`config.mk`:
```
export PLATFORM = sky130hd
export DESIGN_NAME = i2c_master_byte_controller
export DESIGN_NICKNAME = d
export VERILOG_FILES = /design/src/rtl/i2cmbc_pkg.sv /design/src/rtl/i2cmbc_cfg.sv /design/src/rtl/i2cmbc_seq.sv /design/src/rtl/i2c_master_byte_controller.sv
export SDC_FILE = /design/constraint.sdc
export NUM_CORES = 1
export LEC_CHECK = 0
export ABC_AREA = 1
export BUFFER_PORTS_ARGS = -buffer_cell sky130_fd_sc_hd__buf_2
export CORE_ASPECT_RATIO = 1.2
export CORE_MARGIN = 10
export CORE_UTILIZATION = 57
export CTS_CLUSTER_DIAMETER = 150
export DETAILED_ROUTE_END_ITERATION = 6
export PLACE_DENSITY_LB_ADDON = 0.25
export SETUP_SLACK_MARGIN = 0.1
export SYNTH_ARGS = -nofsm -noshare
export SYNTH_HDL_FRONTEND = slang
export SYNTH_SLANG_ARGS = --single-unit
```
`constraint.sdc`:
```
create_clock -name clk_i -period 3.6 [get_ports clk_i]
set_input_delay 0.18 -clock clk_i [delete_from_list [all_inputs] [get_ports clk_i]]
set_output_delay 0.18 -clock clk_i [all_outputs]
set_load 0.1 [all_outputs]
```
`src/rtl/i2cmbc_pkg.sv`:
```
// Shared types and constants of the I2C master byte controller.
package i2cmbc_pkg;

  localparam int unsigned BITS_PER_BYTE = 8;
  localparam int unsigned BIT_CNT_W     = 4;
  localparam int unsigned TIMER_W       = 11;

  localparam logic [2:0] OP_NONE    = 3'd0;
  localparam logic [2:0] OP_START   = 3'd1;
  localparam logic [2:0] OP_STOP    = 3'd2;
  localparam logic [2:0] OP_WRITE   = 3'd3;
  localparam logic [2:0] OP_READ    = 3'd4;
  localparam logic [2:0] OP_WAITACK = 3'd5;

  localparam logic REG_TICKS = 1'b0;
  localparam logic REG_LIMIT = 1'b1;

  localparam logic [7:0] TICKS_RESET = 8'd100;
  localparam logic [7:0] LIMIT_RESET = 8'd250;

  typedef enum logic [3:0] {
    ST_IDLE    = 4'd0,
    ST_START_A = 4'd1,
    ST_START_B = 4'd2,
    ST_STOP_A  = 4'd3,
    ST_STOP_B  = 4'd4,
    ST_WR_DATA = 4'd5,
    ST_WR_HIGH = 4'd6,
    ST_WR_LOW  = 4'd7,
    ST_RD_LOW  = 4'd8,
    ST_RD_HIGH = 4'd9,
    ST_ACK_LOW = 4'd10,
    ST_ACK_HIGH = 4'd11,
    ST_WA_REL  = 4'd12,
    ST_WA_HIGH = 4'd13,
    ST_WA_POLL = 4'd14
  } step_e;

  typedef struct packed {
    logic [7:0] ticks;
    logic [7:0] limit;
  } cfg_t;

  typedef struct packed {
    logic [2:0] op;
    logic [7:0] tx_byte;
    logic       send_ack;
    logic       sda_in;
  } item_t;

  typedef struct packed {
    logic       scl;
    logic       sda_drive;
    logic       sda_level;
    logic       busy;
    logic       done;
    logic [7:0] rx_byte;
    logic       ack_timeout;
  } res_t;

  typedef struct packed {
    step_e                step;
    logic [2:0]           cmd;
    logic [TIMER_W-1:0]   timer;
    logic [BIT_CNT_W-1:0] bitc;
    logic [7:0]           shreg;
    logic [7:0]           poll;
    logic                 ack_sel;
    logic                 scl;
    logic                 drv;
    logic                 lvl;
    logic [7:0]           rxb;
    logic                 tflag;
  } seq_state_t;

endpackage

```
`src/rtl/i2cmbc_cfg.sv`:
```
// APB configuration registers: delay unit and acknowledge poll limit.
module i2cmbc_cfg
  import i2cmbc_pkg::*;
(
  input  logic        clk_i,
  input  logic        rst_ni,
  input  logic        psel,
  input  logic        penable,
  input  logic        pwrite,
  input  logic [2:0]  paddr,
  input  logic [31:0] pwdata,
  output logic [31:0] prdata,
  output logic        pready,
  output cfg_t        cfg_o
);

  logic [7:0] ticks_q;
  logic [7:0] limit_q;
  logic       wr_en;

  assign pready = 1'b1;
  assign wr_en  = psel && penable && pwrite && pready;

  always_ff @(posedge clk_i or negedge rst_ni) begin
    if (!rst_ni) begin
      ticks_q <= TICKS_RESET;
      limit_q <= LIMIT_RESET;
    end else if (wr_en) begin
      unique case (paddr[2])
        REG_TICKS: ticks_q <= pwdata[7:0];
        REG_LIMIT: limit_q <= pwdata[7:0];
        default:   ticks_q <= ticks_q;
      endcase
    end
  end

  always_comb begin
    unique case (paddr[2])
      REG_TICKS: prdata = {24'd0, ticks_q};
      REG_LIMIT: prdata = {24'd0, limit_q};
      default:   prdata = 32'd0;
    endcase
  end

  assign cfg_o.ticks = ticks_q;
  assign cfg_o.limit = limit_q;

endmodule

```
`src/rtl/i2cmbc_seq.sv`:
```
// Line sequencer: one tick of SCL/SDA stepping per accepted word.
module i2cmbc_seq
  import i2cmbc_pkg::*;
(
  input  logic  clk_i,
  input  logic  rst_ni,
  input  logic  en_i,
  input  item_t item_i,
  input  cfg_t  cfg_i,
  output res_t  res_o
);

  seq_state_t st_q, st_d;
  logic       done;

  always_ff @(posedge clk_i or negedge rst_ni) begin
    if (!rst_ni) begin
      st_q.step    <= ST_IDLE;
      st_q.cmd     <= OP_NONE;
      st_q.timer   <= '0;
      st_q.bitc    <= '0;
      st_q.shreg   <= '0;
      st_q.poll    <= '0;
      st_q.ack_sel <= 1'b0;
      st_q.scl     <= 1'b1;
      st_q.drv     <= 1'b0;
      st_q.lvl     <= 1'b1;
      st_q.rxb     <= '0;
      st_q.tflag   <= 1'b0;
    end else begin
      st_q <= st_d;
    end
  end

  always_comb begin
    seq_state_t         s;
    logic [7:0]         u;
    logic [TIMER_W-1:0] u1, u2, u4;
    logic               do_poll;
    s       = st_q;
    done    = 1'b0;
    do_poll = 1'b0;
    u       = (cfg_i.ticks == 8'd0) ? 8'd1 : cfg_i.ticks;
    u1      = {3'b000, u};
    u2      = {2'b00, u, 1'b0};
    u4      = {1'b0, u, 2'b00};
    if (en_i) begin
      if (s.step == ST_IDLE) begin
        if (item_i.op >= OP_START && item_i.op <= OP_WAITACK) begin
          s.cmd  = item_i.op;
          s.bitc = '0;
          s.poll = '0;
          unique case (item_i.op)
            OP_START: begin
              s.drv = 1'b1; s.lvl = 1'b1; s.scl = 1'b1;
              s.step = ST_START_A; s.timer = u4;
            end
            OP_STOP: begin
              s.drv = 1'b1; s.scl = 1'b0; s.lvl = 1'b0;
              s.step = ST_STOP_A; s.timer = u4;
            end
            OP_WRITE: begin
              s.drv = 1'b1; s.scl = 1'b0;
              s.lvl = item_i.tx_byte[7];
              s.shreg = {item_i.tx_byte[6:0], 1'b0};
              s.step = ST_WR_DATA; s.timer = u2;
            end
            OP_READ: begin
              s.ack_sel = item_i.send_ack; s.shreg = '0;
              s.drv = 1'b0; s.lvl = 1'b1; s.scl = 1'b0;
              s.step = ST_RD_LOW; s.timer = u2;
            end
            default: begin
              s.drv = 1'b0; s.lvl = 1'b1;
              s.step = ST_WA_REL; s.timer = u1;
            end
          endcase
        end
      end else if (s.step == ST_WA_POLL) begin
        do_poll = 1'b1;
      end else if (s.timer > TIMER_W'(1)) begin
        s.timer = s.timer - TIMER_W'(1);
      end else begin
        s.timer = '0;
        unique case (s.step)
          ST_START_A: begin
            s.lvl = 1'b0; s.step = ST_START_B; s.timer = u4;
          end
          ST_START_B: begin
            s.scl = 1'b0; s.step = ST_IDLE; done = 1'b1;
          end
          ST_STOP_A: begin
            s.scl = 1'b1; s.lvl = 1'b1; s.step = ST_STOP_B; s.timer = u4;
          end
          ST_STOP_B: begin
            if (s.cmd == OP_WAITACK) s.tflag = 1'b1;
            s.step = ST_IDLE; done = 1'b1;
          end
          ST_WR_DATA: begin
            s.scl = 1'b1; s.step = ST_WR_HIGH; s.timer = u2;
          end
          ST_WR_HIGH: begin
            s.scl = 1'b0; s.step = ST_WR_LOW; s.timer = u2;
          end
          ST_WR_LOW: begin
            s.bitc = s.bitc + BIT_CNT_W'(1);
            if (s.bitc < BIT_CNT_W'(BITS_PER_BYTE)) begin
              s.lvl   = s.shreg[7];
              s.shreg = {s.shreg[6:0], 1'b0};
              s.step  = ST_WR_DATA; s.timer = u2;
            end else begin
              s.step = ST_IDLE; done = 1'b1;
            end
          end
          ST_RD_LOW: begin
            s.scl   = 1'b1;
            s.shreg = {s.shreg[6:0], item_i.sda_in};
            s.step  = ST_RD_HIGH; s.timer = u1;
          end
          ST_RD_HIGH: begin
            s.bitc = s.bitc + BIT_CNT_W'(1);
            s.scl  = 1'b0;
            if (s.bitc < BIT_CNT_W'(BITS_PER_BYTE)) begin
              s.step = ST_RD_LOW; s.timer = u2;
            end else begin
              s.drv  = 1'b1;
              s.lvl  = !s.ack_sel;
              s.step = ST_ACK_LOW; s.timer = u2;
            end
          end
          ST_ACK_LOW: begin
            s.scl = 1'b1; s.step = ST_ACK_HIGH; s.timer = u2;
          end
          ST_ACK_HIGH: begin
            s.scl = 1'b0; s.rxb = s.shreg; s.step = ST_IDLE; done = 1'b1;
          end
          ST_WA_REL: begin
            s.scl = 1'b1; s.step = ST_WA_HIGH; s.timer = u1;
          end
          ST_WA_HIGH: begin
            s.step = ST_WA_POLL; do_poll = 1'b1;
          end
          default: begin
            s.step = ST_IDLE;
          end
        endcase
      end
      if (do_poll) begin
        if (!item_i.sda_in) begin
          s.scl = 1'b0; s.tflag = 1'b0; s.step = ST_IDLE; done = 1'b1;
        end else if (s.poll >= cfg_i.limit) begin
          s.drv = 1'b1; s.scl = 1'b0; s.lvl = 1'b0;
          s.step = ST_STOP_A; s.timer = u4;
        end else begin
          s.poll = s.poll + 8'd1;
        end
      end
    end
    st_d = s;
  end

  assign res_o.scl         = st_d.scl;
  assign res_o.sda_drive   = st_d.drv;
  assign res_o.sda_level   = st_d.drv ? st_d.lvl : 1'b1;
  assign res_o.busy        = (st_d.step != ST_IDLE);
  assign res_o.done        = done;
  assign res_o.rx_byte     = st_d.rxb;
  assign res_o.ack_timeout = st_d.tflag;

endmodule

```
`src/rtl/i2c_master_byte_controller.sv`:
```
// Top level of the tick-driven I2C master: input register, sequencer, result register.
//
//   channel | handshake                  | payload
//   in      | in_valid_i / in_ready_o    | opcode_i tx_byte_i send_ack_i sda_in_i
//   out     | out_valid_o / out_ready_i  | scl_o sda_drive_o sda_level_o busy_res_o
//           |                            | done_res_o rx_byte_o ack_timeout_o
//   cfg     | psel penable pwrite pready | paddr pwdata prdata
//
// One word per cycle unless the result register stalls; the input register feeds it.
// The sequencer state advances as a word moves from the input to the result register.
// Reset (rst_ni low) empties both registers; sequencer resets to SCL high, SDA released.
// A stalled result holds; the input register keeps filling until both are full.
module i2c_master_byte_controller
  import i2cmbc_pkg::*;
(
  input  logic        clk_i,
  input  logic        rst_ni,
  input  logic        in_valid_i,
  output logic        in_ready_o,
  input  logic [2:0]  opcode_i,
  input  logic [7:0]  tx_byte_i,
  input  logic        send_ack_i,
  input  logic        sda_in_i,
  output logic        out_valid_o,
  input  logic        out_ready_i,
  output logic        scl_o,
  output logic        sda_drive_o,
  output logic        sda_level_o,
  output logic        busy_res_o,
  output logic        done_res_o,
  output logic [7:0]  rx_byte_o,
  output logic        ack_timeout_o,
  input  logic        psel,
  input  logic        penable,
  input  logic        pwrite,
  input  logic [2:0]  paddr,
  input  logic [31:0] pwdata,
  output logic [31:0] prdata,
  output logic        pready
);

  cfg_t  cfg;
  item_t item_q;
  logic  in_valid_q;
  logic  out_valid_q;
  res_t  res_d, res_q;
  logic  step_en;

  assign step_en    = in_valid_q && (!out_valid_q || out_ready_i);
  assign in_ready_o = !in_valid_q || step_en;

  always_ff @(posedge clk_i or negedge rst_ni) begin
    if (!rst_ni) begin
      in_valid_q  <= 1'b0;
      out_valid_q <= 1'b0;
    end else begin
      if (in_ready_o) in_valid_q <= in_valid_i;
      if (step_en) out_valid_q <= 1'b1;
      else if (out_ready_i) out_valid_q <= 1'b0;
    end
  end

  always_ff @(posedge clk_i) begin
    if (in_valid_i && in_ready_o) begin
      item_q.op       <= opcode_i;
      item_q.tx_byte  <= tx_byte_i;
      item_q.send_ack <= send_ack_i;
      item_q.sda_in   <= sda_in_i;
    end
    if (step_en) res_q <= res_d;
  end

  i2cmbc_cfg u_cfg (
    .clk_i   (clk_i),
    .rst_ni  (rst_ni),
    .psel    (psel),
    .penable (penable),
    .pwrite  (pwrite),
    .paddr   (paddr),
    .pwdata  (pwdata),
    .prdata  (prdata),
    .pready  (pready),
    .cfg_o   (cfg)
  );

  i2cmbc_seq u_seq (
    .clk_i  (clk_i),
    .rst_ni (rst_ni),
    .en_i   (step_en),
    .item_i (item_q),
    .cfg_i  (cfg),
    .res_o  (res_d)
  );

  assign out_valid_o   = out_valid_q;
  assign scl_o         = res_q.scl;
  assign sda_drive_o   = res_q.sda_drive;
  assign sda_level_o   = res_q.sda_level;
  assign busy_res_o    = res_q.busy;
  assign done_res_o    = res_q.done;
  assign rx_byte_o     = res_q.rx_byte;
  assign ack_timeout_o = res_q.ack_timeout;

endmodule

```
# After elaboration in Yosys (flattened, before gate mapping)
# Index checks and enable logic that the tools add are counted.
dict set report word_totals {
  mem_bits_rw 0
  wordCells 169
  rom_bits 0
  latchBits 0
  regBits 96
  in_bits 55
  out_inout_bits 49
  memories 0
}
dict set report op_classes {
  reduce_logical 32
  n_bitwise 1
  add_sub_neg 3
  eq_ne 27
  shift 0
  n_mux 74
  n_lt_le_gt_ge 5
  mul 0
  n_div 0
}
# op n
set ops {}
lappend ops {{one-hot mux 32 bit (2 select lines)} 1}
lappend ops {{2-to-1 mux 51 bit} 1}
lappend ops {{2-to-1 mux 8 bit} 6}
lappend ops {{2-to-1 mux 23 bit} 2}
lappend ops {{2-to-1 mux 11 bit} 4}
lappend ops {{one-hot mux 11 bit (4 select lines)} 1}
lappend ops {{2-to-1 mux 42 bit} 1}
lappend ops {{one-hot mux 4 bit (10 select lines)} 1}
lappend ops {{2-to-1 mux 12 bit} 3}
lappend ops {{2-to-1 mux 9 bit} 4}
lappend ops {{one-hot mux 8 bit (2 select lines)} 2}
lappend ops {{== test 4 bit, second input constant} 7}
lappend ops {{2-to-1 mux 4 bit} 7}
lappend ops {{2-to-1 mux 1 bit} 21}
lappend ops {{one-hot mux 10 bit (2 select lines)} 1}
lappend ops {{== test 4 x 3 -> 1 bit, second input constant} 4}
lappend ops {{2-to-1 mux 2 bit} 8}
lappend ops {{one-hot mux 4 bit (4 select lines)} 1}
lappend ops {{2-to-1 mux 3 bit} 5}
lappend ops {{> comparator 11 x 1 -> 1 bit, second input constant} 1}
lappend ops {{subtractor 11 x 1 -> 11 bit, second input constant} 1}
lappend ops {{inequality test 2 x 1 -> 1 bit, second input constant} 5}
lappend ops {{OR reduction 2 bit} 5}
lappend ops {{adder 8 x 1 -> 8 bit, second input constant} 1}
lappend ops {{other kinds (33)} 49}

# Depth between registers and ports, before layout
dict set report logic_depth {
  ltp_word 17
  mapped_depth 23
  ltp_nobuf 22
}

# Hierarchy
# A second synthesis with hierarchy kept.
dict set report unflattened {
  hier_cells 893
  area_unflattened_um2 6417.4
}
# mod area_each_um2 seq_area_each_um2 cells_each instances
set by_module_without_submodules {}
lappend by_module_without_submodules {i2cmbc_seq 4550.6 1278.7 729 1}
lappend by_module_without_submodules {i2cmbc_cfg 960.9 411.6 125 1}
lappend by_module_without_submodules {i2c_master_byte_controller 905.9 860.8 39 1}

# Least setup slack after synthesis
# Ideal clock, no wire load.
dict set report synth_path {
  path_kind {register -> output}
  startpoint {register u_cfg.ticks_q[5]}
  endpoint {output port prdata[5]}
  path_slack_ns 0.678
  t_required_ns 3.420
  path_buffers 0
  arrival_ns 2.742
  stages_incl_launch_ff 3
  path_cell_list {dfstp_2 inv_1 o21ai_0}
}
dict set report synth_via {
  elab_chain_cells 1
}
# element line
set synth_lines {}
lappend synth_lines {{from (decl)} i2cmbc_cfg.sv:17} ;# logic [7:0] ticks_q;
lappend synth_lines {{from (signal assigned)} i2cmbc_cfg.sv:30} ;# REG_TICKS: ticks_q <= pwdata[7:0];
lappend synth_lines {{from (signal assigned)} i2cmbc_cfg.sv:32} ;# default: ticks_q <= ticks_q;
lappend synth_lines {{one-hot mux 32 bit (2 select lines)} i2cmbc_cfg.sv:38} ;# unique case (paddr[2])
lappend synth_lines {{to (decl)} i2c_master_byte_controller.sv:38} ;# output logic [31:0] prdata,
# Every way passes these cells. The select of a mux whose other input is x is not followed.

# Final worst setup path
dict set report layout_path {
  startpoint {register u_seq.st_q[49] in the netlist's numbering}
  endpoint {register res_q, in the netlist sda_level_o, data pin}
}
dict set report layout_via {
  elab_chain_cells 9
  word_cells_on_any_way 24
  classes_between {order compare (1); eq/ne (6); mux (16); reduce/logical (1)}
}
# element line
set layout_lines {}
lappend layout_lines {{from (decl)} i2cmbc_seq.sv:13} ;# seq_state_t st_q, st_d;
lappend layout_lines {{from (signal assigned)} i2cmbc_seq.sv:31} ;# st_q <= st_d;
lappend layout_lines {{parallel branches: the longest is 7 deep, another holds >= comparator 8 bit} n/a}
lappend layout_lines {{2-to-1 mux 3 bit *} i2cmbc_seq.sv:148} ;# if (do_poll) begin
lappend layout_lines {{2-to-1 mux 51 bit *} i2cmbc_seq.sv:47} ;# if (en_i) begin
lappend layout_lines {{to (signal assigned)} i2c_master_byte_controller.sv:70} ;# if (step_en) res_q <= res_d;
lappend layout_lines {{to (decl)} i2c_master_byte_controller.sv:46} ;# res_t res_d, res_q;
# Mark *: on every way between the ends. The select of a mux whose other input is x is not followed.
# A chain may end at the register's enable or synchronous reset.

==> implementation parameters <==
Parameter                              Value

Outcome
  Result of the run    finished, final reports clean

Worst setup path
  Endpoint kind of the worst setup timing path    register
  Worst flop-to-flop path startpoint    u_seq.st_q[49]
  Critical register-to-register path endpoint    sda_level_o
  Most used cell, CP    sky130_fd_sc_hd__nand2_1
  Slowest library cell on the worst path    sky130_fd_sc_hd__dfrtp_1
  Data required time of the critical path    between 3 and 4 ns
  Reg2Reg Setup Slack    roughly 0.37 ns
  Class of the most critical setup path    reg2reg
  Reg2reg path depth    16
  Critical path startpoint category    register
  Critical path arrival    about 3.3 ns
  Ordered cell list for the critical path    nor2_2, nand2_4, inv_4, nand2_4, inv_6, nor2_1, ha_1, nand2_1, nor2_1, nand4_1, nand3_1, nand3_4, nand2_1, inv_1, nand2_1, nand3_1
  Crit path max fanout    24
  Stage delay of the slowest cell on the critical path    between 0.4 and 0.5 ns

Worst hold path
  Number of cells on the worst hold path    1
  Terminating pin of the worst hold path    item_q[7]
  Hold path start    tx_byte_i[5]
  Class of the tightest hold or removal check    in2reg

Placement
  Number of buffers added on ports    52
  HPWL after detailed placement    roughly 11 mm
  DP Cell Count    around 1000
  Weighted congestion at the end of routability-driven global placement    0.9656
  DP Worst Slack    around 0.34 ns

Layout
  Count of antenna diodes in the layout    0
  Commonest non-fill, non-tap cell in the layout    sky130_fd_sc_hd__nand2_1
  Number of nets in the finished design    985
  Layout overhead on the synthesized area    8.682%
  Finished Layout Cells    about 1100
  Top library cells by usage in the layout, fill and taps aside    sky130_fd_sc_hd__nand2_1 (268), sky130_fd_sc_hd__inv_1 (124), sky130_fd_sc_hd__o21ai_0 (75)
  Share of layout cells above drive strength 1    around an eighth

Clocking
  Cell at the root of the clock tree    sky130_fd_sc_hd__clkbuf_16
  Inserted Clock Buffers    9
  Insertion delay to the later sink of the worst-skew pair    approximately 0.35 ns
  Clock-pin slew of the registers on the worst-case setup and hold paths    approximately 0.07 ns
  Maximum number of buffers from clock root to sink    2
  TritonCTS clock tree    built
  H-tree lvl count    3
  Number of sinks on the clock net    96
  Post-CTS repair timing setup buffer count    0

GRT
  Wire length of the first global-routing pass    25.67 mm
  Global router's overall resource usage    between 20% and 30%
  Number of antenna violations at the first check in global routing    0
  Pin count of the biggest net entering global routing    70
  Remaining global-route overflow    0
  Vias in the first global route    approximately 5300

Power
  Cell area power density    781.4 nW/um2
  Proportion of power drawn by flip-flops and latches    32.0%
  Clock Power Share    about 17%
  Internal power    about 2.7 mW
  Total Power    ~5.3 mW
  Leakage power    3.482 nW
  Switching part of the total power    between 40% and 50%
  Reported net switching power    approximately 2.6 mW
  Peak VDD IR    0.4522 mV
  Part of the total power dissipated in combinational logic    about half

STA
  Worst-Margin Slew    roughly 0.9 ns
  Final Skew    between 0.006 and 0.007 ns
  Post-route minimum period    between 3 and 4 ns
  Endpoints failing hold    0
  Final worst setup slack    between 0.3 and 0.4 ns
  Crit share post-route    between 80% and 90%
  Achievable Freq    just over 300 MHz
  RSZ-0062 raised after global routing    false
  Final-report setup violation count    0
  Worst slew margin relative to its limit    roughly two fifths
  Total Negative Setup Slacks    0 ns
  Pins over their slew limit    0

Floorplanning
  I/O pin cnt    between 100 and 150
  Count of standard-cell rows    41
  Initial standard-cell utilization of the core    roughly three fifths
  Die outline area    around 15000 um2
  Width of the chip    between 100 and 150 um
  Die extent in y    around 130 um
  Core area    10570 um2

Synth
  Post-synthesis instance area    about 6200 um2
  Post-Synthesis Mean Instance Area    ~7.1 um2
  Synthesis warning total    0
  Count of different cell masters after synthesis    between 40 and 50
  Number of standard cells after synthesis    roughly 900
  Flip-flop and latch count after synthesis    96
  Sequential element share of the synthesized area    between 40% and 50%

Drt
  Final routed wirelength across all metal layers    roughly 16 mm
  Post-route ant nets    0
  Final routed wire length divided by cell count    roughly 15 um
  Routed via count    ~5700
  Initial drt markers    roughly 570
  Post-route DRC violation count    0
  Initial DRT Pass Iterations    6
  Routed vias/inst    5.428

Job
  Max-cap violations    0
==> synthesized netlist by cell type, drive strengths merged <==
cell,number,share of area [%]
a21o,1,0.12
a21oi,25,2.0
a22oi,1,0.12
a31oi,1,0.10
a32oi,1,0.14
and3,1,0.10
buf,38,4.4
clkbuf,12,0.75
conb,2,0.12
dfrtp,58,23
dfstp,11,4.7
edfxtp,27,13
ha,12,2.4
inv,130,7.9
mux2,1,0.18
nand2,278,18
nand3,57,5.0
nand3b,3,0.36
nand4,11,1.1
nor2,81,5.4
nor3,9,0.73
o211ai,4,0.48
o21a,1,0.12
o21ai,87,7.0
o21bai,1,0.12
o22ai,13,1.4
o2bb2ai,1,0.14
o31ai,2,0.24
or2,1,0.10
xnor2,3,0.42
xor2,2,0.28
==> power groups by stage <==
stage                     clock, mW  combinational [mW]  sequential (mW)
after floorplan                   0                2.02             1.81
after global placement            0                2.59             1.69
after detailed placement          0                2.62             1.70
after CTS                     0.927                2.64             1.68
after global routing          0.970                3.00             1.72
final                         0.913                2.68             1.69
==> per-layer routing <==
layer  wire, um  global-route usage [%]
met2       7121                   30.95
met4        362                   8.058
met1       6806                   26.58
met3       1436                   4.328
met5          0                       0
==> repair_timing <==
| action | 4_1_cts | 5_1_grt |
|---|---|---|
| hold buffers | 0 | 2 |
| gates resized for setup | 0 | 2 |
| endpoints found under the setup margin | 0 | 3 |
| hold endpoints to repair | 0 | 2 |
==> worst max-delay path by stage <==
stage                                start     endpoint  slack (ns)
after floorplan           u_cfg.ticks_q[5]    prdata[5]        0.68
after CTS                   u_seq.st_q[49]        scl_o        0.29
final                       u_seq.st_q[49]  sda_level_o        0.37
after global routing        u_seq.st_q[49]  sda_level_o        0.14
after global placement      u_seq.st_q[49]  sda_level_o        0.42
after detailed placement    u_seq.st_q[49]  sda_level_o        0.34
==> per-stage QoR <==
step                hold WS, ns  area [um2]  utilization, %
floorplan               -0.1156        6297               -
global placement         0.3563        6447           61.01
detailed placement       0.3593        6447           61.01
CTS                    0.002193        6728           63.66
global route           0.004355        6750           63.88
finish                 0.003551        6750           63.88
==> area by class of cell <==
| cell class | instances | area [um2] |
|---|---|---|
| Sequential cell | 96 | 2551 |
| Multi-Input combinational cell | 622 | 2944 |
| Tap cell | 129 | 161.4 |
| Clock buffer | 10 | 229.0 |
| Inverter | 130 | 495.5 |
| Timing Repair Buffer | 59 | 317.8 |
| Clock inverter | 6 | 51.30 |
| Fill cell | 969 | 3817 |
==> registers in the layout (all words and copies together) (netlist names) <==
signal and cells:
item_q 13, rx_byte_o 8, u_cfg.ticks_q 8, u_cfg.limit_q 8, in_valid_q 1, scl_o 1, done_res_o 1, busy_res_o 1
out_valid_o 1, u_seq.st_q 51, sda_drive_o 1, ack_timeout_o 1, sda_level_o 1
==> critical path: cells and delay by family, from the launching register on <==
kind	cells	cell delay [ns]
and+or+nand+nor	12	1.71
buffers and inverters	3	0.48
DFF	1	0.47
adders and majority gates	1	0.29
==> kinds of logic after synthesis <==
group / Yosys count / synth area share, %
simple gates: 441 / 30.38
other cells: 2 / 0.1209
compound gates: 138 / 12.03
buf+inv: 180 / 13.09
fa+ha+maj: 12 / 2.417
xor+xnor: 5 / 0.7052
flops: 96 / 41.08
mux: 1 / 0.1813
Power figures use the tool's default switching activity.
